$ cat src/hdl/imh_pkg.sv
// ----------------------------------------------------------------------------
// imh_pkg
// Shared widths, operation codes and sequencer states of the indexed
// max-heap priority queue.
// ----------------------------------------------------------------------------
package imh_pkg;

  localparam int ID_W      = 6;
  localparam int ID_N      = 1 << ID_W;
  localparam int PRIO_W    = 32;
  localparam int OP_W      = 3;
  localparam int FILL_W    = 7;
  localparam int DEF_MAX   = 64;
  localparam int IN_DATA_W = 48;
  localparam int OUT_DATA_W = 48;

  localparam logic [OP_W-1:0] OP_INSERT  = 3'd0;
  localparam logic [OP_W-1:0] OP_RAISE   = 3'd1;
  localparam logic [OP_W-1:0] OP_LOWER   = 3'd2;
  localparam logic [OP_W-1:0] OP_EXTRACT = 3'd3;
  localparam logic [OP_W-1:0] OP_QUERY   = 3'd4;

  typedef enum logic [3:0] {
    S_IDLE,
    S_CHECK,
    S_XTOP,
    S_XLAST,
    S_XLPRIO,
    S_UP,
    S_UP1,
    S_UP2,
    S_DN,
    S_DN1,
    S_DN2,
    S_DN3,
    S_DONE
  } imh_state_t;

endpackage

$ cat src/hdl/indexed_max_heap_queue.sv
// ----------------------------------------------------------------------------
// indexed_max_heap_queue
// Each heap level of a sift costs dependent memory reads: a sift up reads the
// parent's id and then its priority, a sift down reads the children's ids and
// priorities. One word at a time: in_tready returns with the result, so no new
// word is taken while an operation is in flight or waits for the output register.
// Reset: synchronous, active low; clears count, presence bits and handshakes.
// ----------------------------------------------------------------------------
module indexed_max_heap_queue
  import imh_pkg::*;
#(
  parameter int MAX_ELEMENTS = DEF_MAX
) (
  input  logic                  clk,
  input  logic                  rst_n,
  input  logic                  in_tvalid,
  output logic                  in_tready,
  // op[2:0], elem_id[8:3], prio_in[40:9], zero fill
  input  logic [IN_DATA_W-1:0]  in_tdata,
  output logic                  out_tvalid,
  input  logic                  out_tready,
  // ok[0], id_out[6:1], prio_out[38:7], fill_count[45:39], zero fill
  output logic [OUT_DATA_W-1:0] out_tdata
);

  localparam int POS_W = $clog2(MAX_ELEMENTS);
  localparam int CNT_W = $clog2(MAX_ELEMENTS + 1);
  localparam int CH_W  = POS_W + 2;

  logic [ID_W-1:0]   heap_mem [MAX_ELEMENTS];
  logic [POS_W-1:0]  slot_mem [ID_N];
  logic [PRIO_W-1:0] prio_mem [ID_N];

  logic              heap_we, slot_we, prio_we;
  logic [POS_W-1:0]  heap_wa, heap_ra, slot_wd;
  logic [ID_W-1:0]   heap_wd, slot_wa, slot_ra, prio_wa, prio_ra;
  logic [PRIO_W-1:0] prio_wd;
  logic              heap_re, slot_re, prio_re;
  logic [ID_W-1:0]   heap_q;
  logic [POS_W-1:0]  slot_q;
  logic [PRIO_W-1:0] prio_q;

  imh_state_t state_r, state_nxt;
  logic [OP_W-1:0]   op_r, op_nxt;
  logic [ID_W-1:0]   id_r, id_nxt, me_r, me_nxt, lid_r, lid_nxt, rid_r, rid_nxt;
  logic [PRIO_W-1:0] pin_r, pin_nxt, mp_r, mp_nxt, lp_r, lp_nxt;
  logic [POS_W-1:0]  pos_r, pos_nxt;
  logic [CNT_W-1:0]  count_r, count_nxt;
  logic [ID_N-1:0]   present_r, present_nxt;
  logic              res_ok_r, res_ok_nxt;
  logic [ID_W-1:0]   res_id_r, res_id_nxt;
  logic [PRIO_W-1:0] res_prio_r, res_prio_nxt;
  logic              out_valid_r, out_valid_nxt;
  logic [OUT_DATA_W-1:0] out_data_r, out_data_nxt;

  logic [CH_W-1:0]  lpos, rpos, cnt_ext;
  logic             l_in, r_in, valid_id, l_win, r_win;
  logic [POS_W-1:0] parent;

  always_ff @(posedge clk) begin
    if (heap_we) heap_mem[heap_wa] <= heap_wd;
    if (heap_re) heap_q <= heap_mem[heap_ra];
    if (slot_we) slot_mem[slot_wa] <= slot_wd;
    if (slot_re) slot_q <= slot_mem[slot_ra];
    if (prio_we) prio_mem[prio_wa] <= prio_wd;
    if (prio_re) prio_q <= prio_mem[prio_ra];
  end

  assign lpos     = {1'b0, pos_r, 1'b1};
  assign rpos     = lpos + CH_W'(1);
  assign cnt_ext  = CH_W'(count_r);
  assign l_in     = lpos < cnt_ext;
  assign r_in     = rpos < cnt_ext;
  assign parent   = (pos_r - POS_W'(1)) >> 1;
  assign valid_id = 32'(id_r) < 32'(MAX_ELEMENTS);
  assign l_win    = $signed(lp_r) > $signed(mp_r);
  assign r_win    = r_in && (l_win ? ($signed(prio_q) > $signed(lp_r))
                                   : ($signed(prio_q) > $signed(mp_r)));

  assign in_tready  = (state_r == S_IDLE);
  assign out_tvalid = out_valid_r;
  assign out_tdata  = out_data_r;

  always_ff @(posedge clk) begin
    if (!rst_n) begin
      state_r     <= S_IDLE;
      count_r     <= '0;
      present_r   <= '0;
      out_valid_r <= 1'b0;
    end else begin
      state_r     <= state_nxt;
      count_r     <= count_nxt;
      present_r   <= present_nxt;
      out_valid_r <= out_valid_nxt;
    end
  end

  always_ff @(posedge clk) begin
    op_r       <= op_nxt;
    id_r       <= id_nxt;
    pin_r      <= pin_nxt;
    me_r       <= me_nxt;
    mp_r       <= mp_nxt;
    lid_r      <= lid_nxt;
    rid_r      <= rid_nxt;
    lp_r       <= lp_nxt;
    pos_r      <= pos_nxt;
    res_ok_r   <= res_ok_nxt;
    res_id_r   <= res_id_nxt;
    res_prio_r <= res_prio_nxt;
    out_data_r <= out_data_nxt;
  end

  always_comb begin
    state_nxt     = state_r;
    op_nxt        = op_r;
    id_nxt        = id_r;
    pin_nxt       = pin_r;
    me_nxt        = me_r;
    mp_nxt        = mp_r;
    lid_nxt       = lid_r;
    rid_nxt       = rid_r;
    lp_nxt        = lp_r;
    pos_nxt       = pos_r;
    count_nxt     = count_r;
    present_nxt   = present_r;
    res_ok_nxt    = res_ok_r;
    res_id_nxt    = res_id_r;
    res_prio_nxt  = res_prio_r;
    out_valid_nxt = out_valid_r;
    out_data_nxt  = out_data_r;
    heap_we = 1'b0; heap_wa = pos_r; heap_wd = me_r;
    slot_we = 1'b0; slot_wa = me_r;  slot_wd = pos_r;
    prio_we = 1'b0; prio_wa = id_r;  prio_wd = pin_r;
    heap_re = 1'b0; heap_ra = '0;
    slot_re = 1'b0; slot_ra = id_r;
    prio_re = 1'b0; prio_ra = id_r;

    if (out_valid_r && out_tready) out_valid_nxt = 1'b0;

    case (state_r)
      S_IDLE: begin
        if (in_tvalid) begin
          op_nxt  = in_tdata[2:0];
          id_nxt  = in_tdata[8:3];
          pin_nxt = in_tdata[40:9];
          heap_re = 1'b1;
          slot_re = 1'b1;
          slot_ra = in_tdata[8:3];
          prio_re = 1'b1;
          prio_ra = in_tdata[8:3];
          state_nxt = S_CHECK;
        end
      end
      S_CHECK: begin
        res_ok_nxt   = 1'b0;
        res_id_nxt   = id_r;
        res_prio_nxt = '0;
        me_nxt       = id_r;
        mp_nxt       = pin_r;
        state_nxt    = S_DONE;
        case (op_r)
          OP_INSERT: begin
            if (valid_id && !present_r[id_r] && (32'(count_r) < 32'(MAX_ELEMENTS))) begin
              prio_we      = 1'b1;
              present_nxt[id_r] = 1'b1;
              pos_nxt      = POS_W'(count_r);
              count_nxt    = count_r + CNT_W'(1);
              res_ok_nxt   = 1'b1;
              res_prio_nxt = pin_r;
              state_nxt    = S_UP;
            end
          end
          OP_RAISE, OP_LOWER: begin
            if (valid_id && present_r[id_r] &&
                ((op_r == OP_RAISE) ? ($signed(pin_r) > $signed(prio_q))
                                    : ($signed(pin_r) < $signed(prio_q)))) begin
              prio_we      = 1'b1;
              pos_nxt      = slot_q;
              res_ok_nxt   = 1'b1;
              res_prio_nxt = pin_r;
              state_nxt    = (op_r == OP_RAISE) ? S_UP : S_DN;
            end
          end
          OP_QUERY: begin
            if (valid_id && present_r[id_r]) begin
              res_ok_nxt   = 1'b1;
              res_prio_nxt = prio_q;
            end
          end
          OP_EXTRACT: begin
            res_id_nxt = '0;
            if (count_r != '0) begin
              res_id_nxt = heap_q;
              prio_re    = 1'b1;
              prio_ra    = heap_q;
              state_nxt  = S_XTOP;
            end
          end
          default: ;
        endcase
      end
      S_XTOP: begin
        res_ok_nxt   = 1'b1;
        res_prio_nxt = prio_q;
        present_nxt[res_id_r] = 1'b0;
        count_nxt    = count_r - CNT_W'(1);
        if (count_r == CNT_W'(1)) begin
          state_nxt = S_DONE;
        end else begin
          heap_re   = 1'b1;
          heap_ra   = POS_W'(count_r - CNT_W'(1));
          state_nxt = S_XLAST;
        end
      end
      S_XLAST: begin
        me_nxt    = heap_q;
        prio_re   = 1'b1;
        prio_ra   = heap_q;
        state_nxt = S_XLPRIO;
      end
      S_XLPRIO: begin
        mp_nxt    = prio_q;
        pos_nxt   = '0;
        state_nxt = S_DN;
      end
      S_UP: begin
        if (pos_r == '0) begin
          heap_we   = 1'b1;
          slot_we   = 1'b1;
          state_nxt = S_DONE;
        end else begin
          heap_re   = 1'b1;
          heap_ra   = parent;
          state_nxt = S_UP1;
        end
      end
      S_UP1: begin
        lid_nxt   = heap_q;
        prio_re   = 1'b1;
        prio_ra   = heap_q;
        state_nxt = S_UP2;
      end
      S_UP2: begin
        heap_we = 1'b1;
        slot_we = 1'b1;
        if ($signed(mp_r) > $signed(prio_q)) begin
          heap_wd   = lid_r;
          slot_wa   = lid_r;
          pos_nxt   = parent;
          state_nxt = S_UP;
        end else begin
          state_nxt = S_DONE;
        end
      end
      S_DN: begin
        if (!l_in) begin
          heap_we   = 1'b1;
          slot_we   = 1'b1;
          state_nxt = S_DONE;
        end else begin
          heap_re   = 1'b1;
          heap_ra   = POS_W'(lpos);
          state_nxt = S_DN1;
        end
      end
      S_DN1: begin
        lid_nxt   = heap_q;
        prio_re   = 1'b1;
        prio_ra   = heap_q;
        heap_re   = r_in;
        heap_ra   = POS_W'(rpos);
        state_nxt = S_DN2;
      end
      S_DN2: begin
        lp_nxt    = prio_q;
        rid_nxt   = heap_q;
        prio_re   = r_in;
        prio_ra   = heap_q;
        state_nxt = S_DN3;
      end
      S_DN3: begin
        heap_we = 1'b1;
        slot_we = 1'b1;
        if (r_win) begin
          heap_wd   = rid_r;
          slot_wa   = rid_r;
          pos_nxt   = POS_W'(rpos);
          state_nxt = S_DN;
        end else if (l_win) begin
          heap_wd   = lid_r;
          slot_wa   = lid_r;
          pos_nxt   = POS_W'(lpos);
          state_nxt = S_DN;
        end else begin
          state_nxt = S_DONE;
        end
      end
      S_DONE: begin
        if (!out_valid_r || out_tready) begin
          out_valid_nxt = 1'b1;
          out_data_nxt  = {2'b00, FILL_W'(count_r), res_prio_r, res_id_r, res_ok_r};
          state_nxt     = S_IDLE;
        end
      end
      default: state_nxt = S_IDLE;
    endcase
  end

endmodule

$ cat config.mk
export PLATFORM = sky130hd
export DESIGN_NAME = indexed_max_heap_queue
export DESIGN_NICKNAME = d
export VERILOG_FILES = /design/src/hdl/imh_pkg.sv /design/src/hdl/indexed_max_heap_queue.sv
export SDC_FILE = /design/constraint.sdc
export NUM_CORES = 2
export LEC_CHECK = 0
export BUFFER_PORTS_ARGS = -buffer_cell sky130_fd_sc_hd__buf_2
export CELL_PAD_IN_SITES_DETAIL_PLACEMENT = 1
export CELL_PAD_IN_SITES_GLOBAL_PLACEMENT = 2
export CORE_ASPECT_RATIO = 1.4
export CORE_MARGIN = 2
export CORE_UTILIZATION = 47
export CTS_CLUSTER_DIAMETER = 100
export CTS_CLUSTER_SIZE = 14
export DETAILED_ROUTE_END_ITERATION = 6
export PLACE_DENSITY_LB_ADDON = 0.1
export SLEW_MARGIN = 10
export SYNTH_ARGS = -nofsm -noshare
export SYNTH_HDL_FRONTEND = slang
export SYNTH_SLANG_ARGS = --single-unit
$ cat constraint.sdc
create_clock -name clk -period 8.7 [get_ports clk]
set_input_delay 1.74 -clock clk [delete_from_list [all_inputs] [get_ports clk]]
set_output_delay 1.74 -clock clk [all_outputs]
set_load 0.02 [all_outputs]
**Word-level counts from Yosys, hierarchy flattened**

Memory sizes are Yosys's and may differ from the RTL's. A register that Yosys moved wholly into a read port is not among the register bits.
Cells that the tools add are included.

- Word-level logic and storage cells: 176
- Output and inout bits: 50
- Latch bits: 0
- Bits in registers: 290
- RAM bits: 2,816
- Input bits: 52
- ROM bits: 0
- Memories kept: 3

Memories:

| name | words | bits a word | rd ports | clocked after memory_dff | wr ports | line | text |
|---|---|---|---|---|---|---|---|
| prio_mem | 64 | 32 | 1 | 1 | 1 | indexed_max_heap_queue.sv:32 | `logic [PRIO_W-1:0] prio_mem [ID_N];` |
| heap_mem | 64 | 6 | 1 | 1 | 1 | indexed_max_heap_queue.sv:30 | `logic [ID_W-1:0] heap_mem [MAX_ELEMENTS];` |
| slot_mem | 64 | 6 | 1 | 1 | 1 | indexed_max_heap_queue.sv:31 | `logic [POS_W-1:0] slot_mem [ID_N];` |

- $add $sub $neg: 4
- Multiplexer cells: 83
- Reductions and logical operators: 27
- Equality and inequality tests: 26
- Shift operators: 0
- Divide/modulo/power cells: 0
- $lt $le $gt $ge: 13
- Multiply operators: 0
- Bitwise operators: 3

Operator list:

| cell | count |
|---|---|
| $gt A32 B32 Y1 | 5 |
| $mux W64 | 2 |
| $pmux W32 S2 | 2 |
| $pmux W64 S2 | 1 |
| $mux W32 | 3 |
| $mux W6 | 16 |
| $pmux W32 S3 | 1 |
| $and A64 B64 Y64 | 1 |
| $not A64 Y64 | 1 |
| $or A64 B64 Y64 | 1 |
| $pmux W4 S13 | 1 |
| $pmux W6 S4 | 2 |
| $mux W4 | 9 |
| $pmux W6 S2 | 3 |
| $lt A32 B32 Y1 | 1 |
| $mux W1 | 25 |
| $eq A4 B4 Y1 const B | 5 |
| $pmux W6 S3 | 1 |
| $eq A4 B3 Y1 const B | 4 |
| $lt A6 B7 Y1 const B | 2 |
| $mux W7 | 2 |
| $pmux W7 S2 | 1 |
| $demux W1 S6 | 2 |
| $ge A6 B1 Y1 const B | 2 |
| other kinds (40) | 63 |

**Logic depth before layout (Yosys ltp)**

- Depth after elaboration: 9
- Depth in mapped cells: 19
- Depth with buffers taken out: 14

**Worst setup path after synthesis**

OpenSTA, ideal clock, no wires.

- Kind: input -> register
- From: input port out_tready
- To: register out_data_r[0] (netlist: out_tdata[0]), enable pin
- Data arrival time: 6.189 ns
- Stages: 2
- Path buffers: 0
- Required time: 8.136 ns
- Library setup time: 0.564 ns
- Slack: 1.947 ns
- Cell sequence: nor2b_1 nor4_1

- Word-level cells in the longest chain between the ends: 2

RTL lines:

| element | line | text |
|---|---|---|
| from (decl) | indexed_max_heap_queue.sv:21 | `input logic out_tready,` |
| $logic_or A1 B1 Y1 | indexed_max_heap_queue.sv:300 | `if (!out_valid_r \|\| out_tready) begin` |
| $reduce_and A2 Y1 (no line) | n/a |  |
| to (signal assigned) | indexed_max_heap_queue.sv:111 | `out_data_r <= out_data_nxt;` |
| to (decl) | indexed_max_heap_queue.sv:54 | `logic [OUT_DATA_W-1:0] out_data_r, out_data_nxt;` |

No other way between the ends.
A chain may end at the register's enable or synchronous reset.

**Worst setup path in the final report**

- From: register prio_q[27], read port of prio_mem
- To: memory slot_mem[29][4] (netlist name), enable pin

- Word-level cells in the longest chain between the ends: 5
- Elaborated cells on any way between the ends: 8
- Those cells by class: order compare (3); mux (4); reduce/logical (1)

RTL lines:

| element | line | text |
|---|---|---|
| from (decl) | indexed_max_heap_queue.sv:41 | `logic [PRIO_W-1:0] prio_q;` |
| $gt A32 B32 Y1 (on tied branches) | indexed_max_heap_queue.sv:78, indexed_max_heap_queue.sv:77 |  |
| $mux W1 | indexed_max_heap_queue.sv:77 | `assign r_win = r_in && (l_win ? ($signed(prio_q) > $signed(lp_r))` |
| $logic_and A1 B1 Y1 | indexed_max_heap_queue.sv:77 |  |
| $mux W6 | indexed_max_heap_queue.sv:285 | `if (r_win) begin` |
| $pmux W6 S2 (*) | indexed_max_heap_queue.sv:141 | `case (state_r)` |
| to (decl) | indexed_max_heap_queue.sv:31 |  |

Every way passes the cells marked *; elsewhere a longest branch is shown, timed or not.

==> metrics <==
Setup crit end kind flip-flop; Reg clk slew, reported paths approximately 70 ps; Multi-input gate area approximately 0.031 mm2; post-DR vias/cell between 6 and 7; cells after synthesis 8,415; Sw Share 0.3949; gpl congestion 0.8783; TritonCTS Buffers 266; syn avg cell area between 15 and 20 um2; fmax around 0.16 GHz; final cycle utilization of the critical path 0.7409; top post-synthesis cells by area edfxtp_1 73%, nand2_1 4.9%, mux4_2 4.7%; DIE AREA approximately 0.27 mm2; HPWL after detailed placement around 250 mm; Pwr per Cell Area around 360 mW/mm2; Clk Tree Root Cell clkbuf_16; chip width 442.6 um; Die H between 600 and 700 um; Worst-Margin Slew ~1300 ps; Critical Path Start Type flip-flop; R2R Path End slot_mem[29][4]; outcome finished clean; post-synth top area cell edfxtp_1; fraction of layout cells with a size suffix above 1 0.1278; DR vias 74,700; Comb power frac 0.392; FF+latch count, synth between 3,000 and 4,000; Yosys Warn Count 0; critical hold path startpoint res_prio_r[8]; Post-Syn Area 0.1266 mm2; sequential fraction of the synthesis area 0.7409; postcts setup bufs 0; Worst Path Required approximately 9200 ps; DRC Markers 0; setup slack after placement roughly 1900 ps; pin count of the biggest net entering global routing 152; Max FO, Critical Path 8; cells on worst reg2reg path 13; endpoints failing setup 0; fraction of registers with async set/reset 0; IO Pins about 100; DRT Pass-1 Iters 5; Power Internal about 30 mW; fin. max-slew vios 0; crit path kind reg2reg; ys flop type edfxtp_1; Hold Path Class reg2reg; clk_lat worst skew roughly 900 ps; initial DRC count 6,674; Port-buffer cells a little over 90; DR WL/cell 32.59 um; cell mode on critical path nor2_1; final hold vios 0; Clock power frac 0.219; # clock sinks 3,150; maxcap violations 0; Min-Delay Endpoint out_tdata[15]; min Tclk post-route 6446 ps; Storage cell area about 0.094 mm2; top post-synthesis cells by count 3,068 x edfxtp_1, 1,661 x nand2_1, 724 x nand3_1, 329 x clkbuf_1, 310 x nor2_1; CTS HTree Levels 5; Post-synth EDFFs around 3,000; Clock Path Buffers 4; Leak roughly 46 nW; hold path cells 0; Core Box Area 0.2680 mm2; Flop pwr share 0.389; drt total wl between 300 and 400 mm; slowest stage delay, CP between 900 and 1000 ps; worst setup margin 2254 ps; RSZ-0062 raised after global routing no; clock skew 58.38 ps; first-pass GRT wire length approximately 560 mm; worst reg-to-reg setup slack 2250 ps; vias in the first global route 78,270; CTS tree built; area growth from synthesis to layout 10.13%; Yosys top cell area share 0.7279; initial core utilization 0.4723; top-count cell post-synth edfxtp_1; Total GRT Usage 0.2866; Cell Chain, Critical Path inv_1 > ha_1 > nand4_1 > nor4_1 > o41ai_1 > buf_4 > a41o_1 > nor3_4 > nor2_1 > a211o_1 > a21oi_1 > nand3b_1 > nor2_1; Crit-path slowest cell nor4_1; fin nets a little under 9,000; GRT Residual Overflow 0; Psw 19.68 mW; row count approximately 230; setup tns final 0 ps; initial antenna violation count 31; fillers between 20,000 and 30,000; beginning of the worst register-to-register path prio_q[27]; CP Data Arrival Time slightly below 7000 ps; post-CTS sizing 0; # hold bufs at CTS 0; library cells used by synthesis 85; Worst IR Drop VDD between 0.3 and 0.4 mV; Routed Antenna Nets 0; Slew headroom 0.1379
cell usage in the layout (no fill, tap or decap), types with 23 or more instances in the layout:
cell / Yosys / final
a22oi_1: 100 / 100
o21a_1: 44 / 43
a22o_1: 35 / 35
edfxtp_1: 3068 / 3068
clkbuf_16: 0 / 274
ha_1: 146 / 146
nand2_1: 1661 / 1657
buf_4: 24 / 256
buf_2: 74 / 92
and3_1: 90 / 89
a31oi_1: 172 / 171
mux2i_1: 145 / 144
clkbuf_1: 329 / 49
mux2_2: 44 / 44
o21ai_0: 105 / 103
dfxtp_1: 82 / 80
nor2_4: 0 / 70
nand3_1: 724 / 723
nand4_1: 56 / 56
a311oi_1: 88 / 88
nor2b_1: 23 / 23
nor4_1: 46 / 39
inv_1: 138 / 133
a32oi_1: 132 / 132
mux4_2: 266 / 266
a21oi_1: 160 / 156
nor2_1: 310 / 240
worst max path at each step:
stage,startpoint,endpoint,slack [ps]
6_report,prio_q[27],slot_mem[29][4],2250
4_1_cts,prio_q[27],slot_mem[4][5],2490
3_5_place_dp,in_tvalid,slot_q[4],1900
3_3_place_gp,in_tvalid,slot_q[4],2060
2_1_floorplan,out_tready,out_tdata[0],1950
5_1_grt,state_r[3],slot_q[3],2230
power by group through the flow:
stage / clock (mW) / sequential [mW] / combinational, mW
2_1_floorplan: 0 / 19.6 / 11.4
5_1_grt: 11.6 / 19.4 / 20.9
4_1_cts: 11.1 / 19.3 / 19.7
3_3_place_gp: 0 / 19.6 / 19.3
3_5_place_dp: 0 / 19.7 / 19.7
6_report: 10.9 / 19.4 / 19.5
flip-flops by register name (all words and copies together), names as in the netlist, 46 cells and up:
signal     count
heap_mem     384
present_r     64
out_tdata     46
slot_mem     384
prio_mem    2048
final cells by class:
cell class	instances	share of cell area
sequential	3150	0.6727
multi-input combinational	4618	0.2205
clock buffer	323	0.05051
tap	3518	0.03158
timing repair buffer	366	0.01968
inverter	140	0.003815
clock inverter	12	0.0009156
antenna	13	0.0002334
logic make-up after synthesis:
| family | Yosys count | share of synthesized area |
|---|---|---|
| other | 1 | 0.00002963 |
| xor gates and xnor gates | 23 | 0.001592 |
| and+or+nand+nor | 3015 | 0.1036 |
| adders and majority gates | 146 | 0.01443 |
| AOI/OAI and AO/OA | 977 | 0.05448 |
| muxes | 455 | 0.06272 |
| DFF | 3150 | 0.7409 |
| buffers and inverters | 648 | 0.02227 |
layer usage:
layer / track usage / vias to the layer above / part of all wire
met1: 0.3474 / 39430 / 0.38
met2: 0.5161 / 2254 / 0.52
met5: 0 / - / 0.00016
met3: 0.03656 / 676 / 0.054
li1: - / 32330 / -
met4: 0.1182 / 8 / 0.045
worst max-delay path: cells and delay by family (launching register included):
family / cells / cell delay (ps)
buf+inv: 2 / 350
fa+ha+maj: 1 / 360
simple gates: 6 / 3100
flops: 1 / 670
compound gates: 4 / 1560
metrics by stage:
stage          power (mW)    util  instance area (um2)  hold slack [ps]  instances
4_1_cts             50.21  0.5200               139400            409.3      12130
3_5_place_dp        39.35  0.4932               132200            405.6      11790
6_report            49.82  0.5201               139400            415.1      12140
3_3_place_gp        38.91  0.4932               132200            401.1      11790
5_1_grt             51.85  0.5201               139400            429.0      12140
2_1_floorplan       31.01       -               126600            400.3       8416
Power figures use the tool's default switching activity.
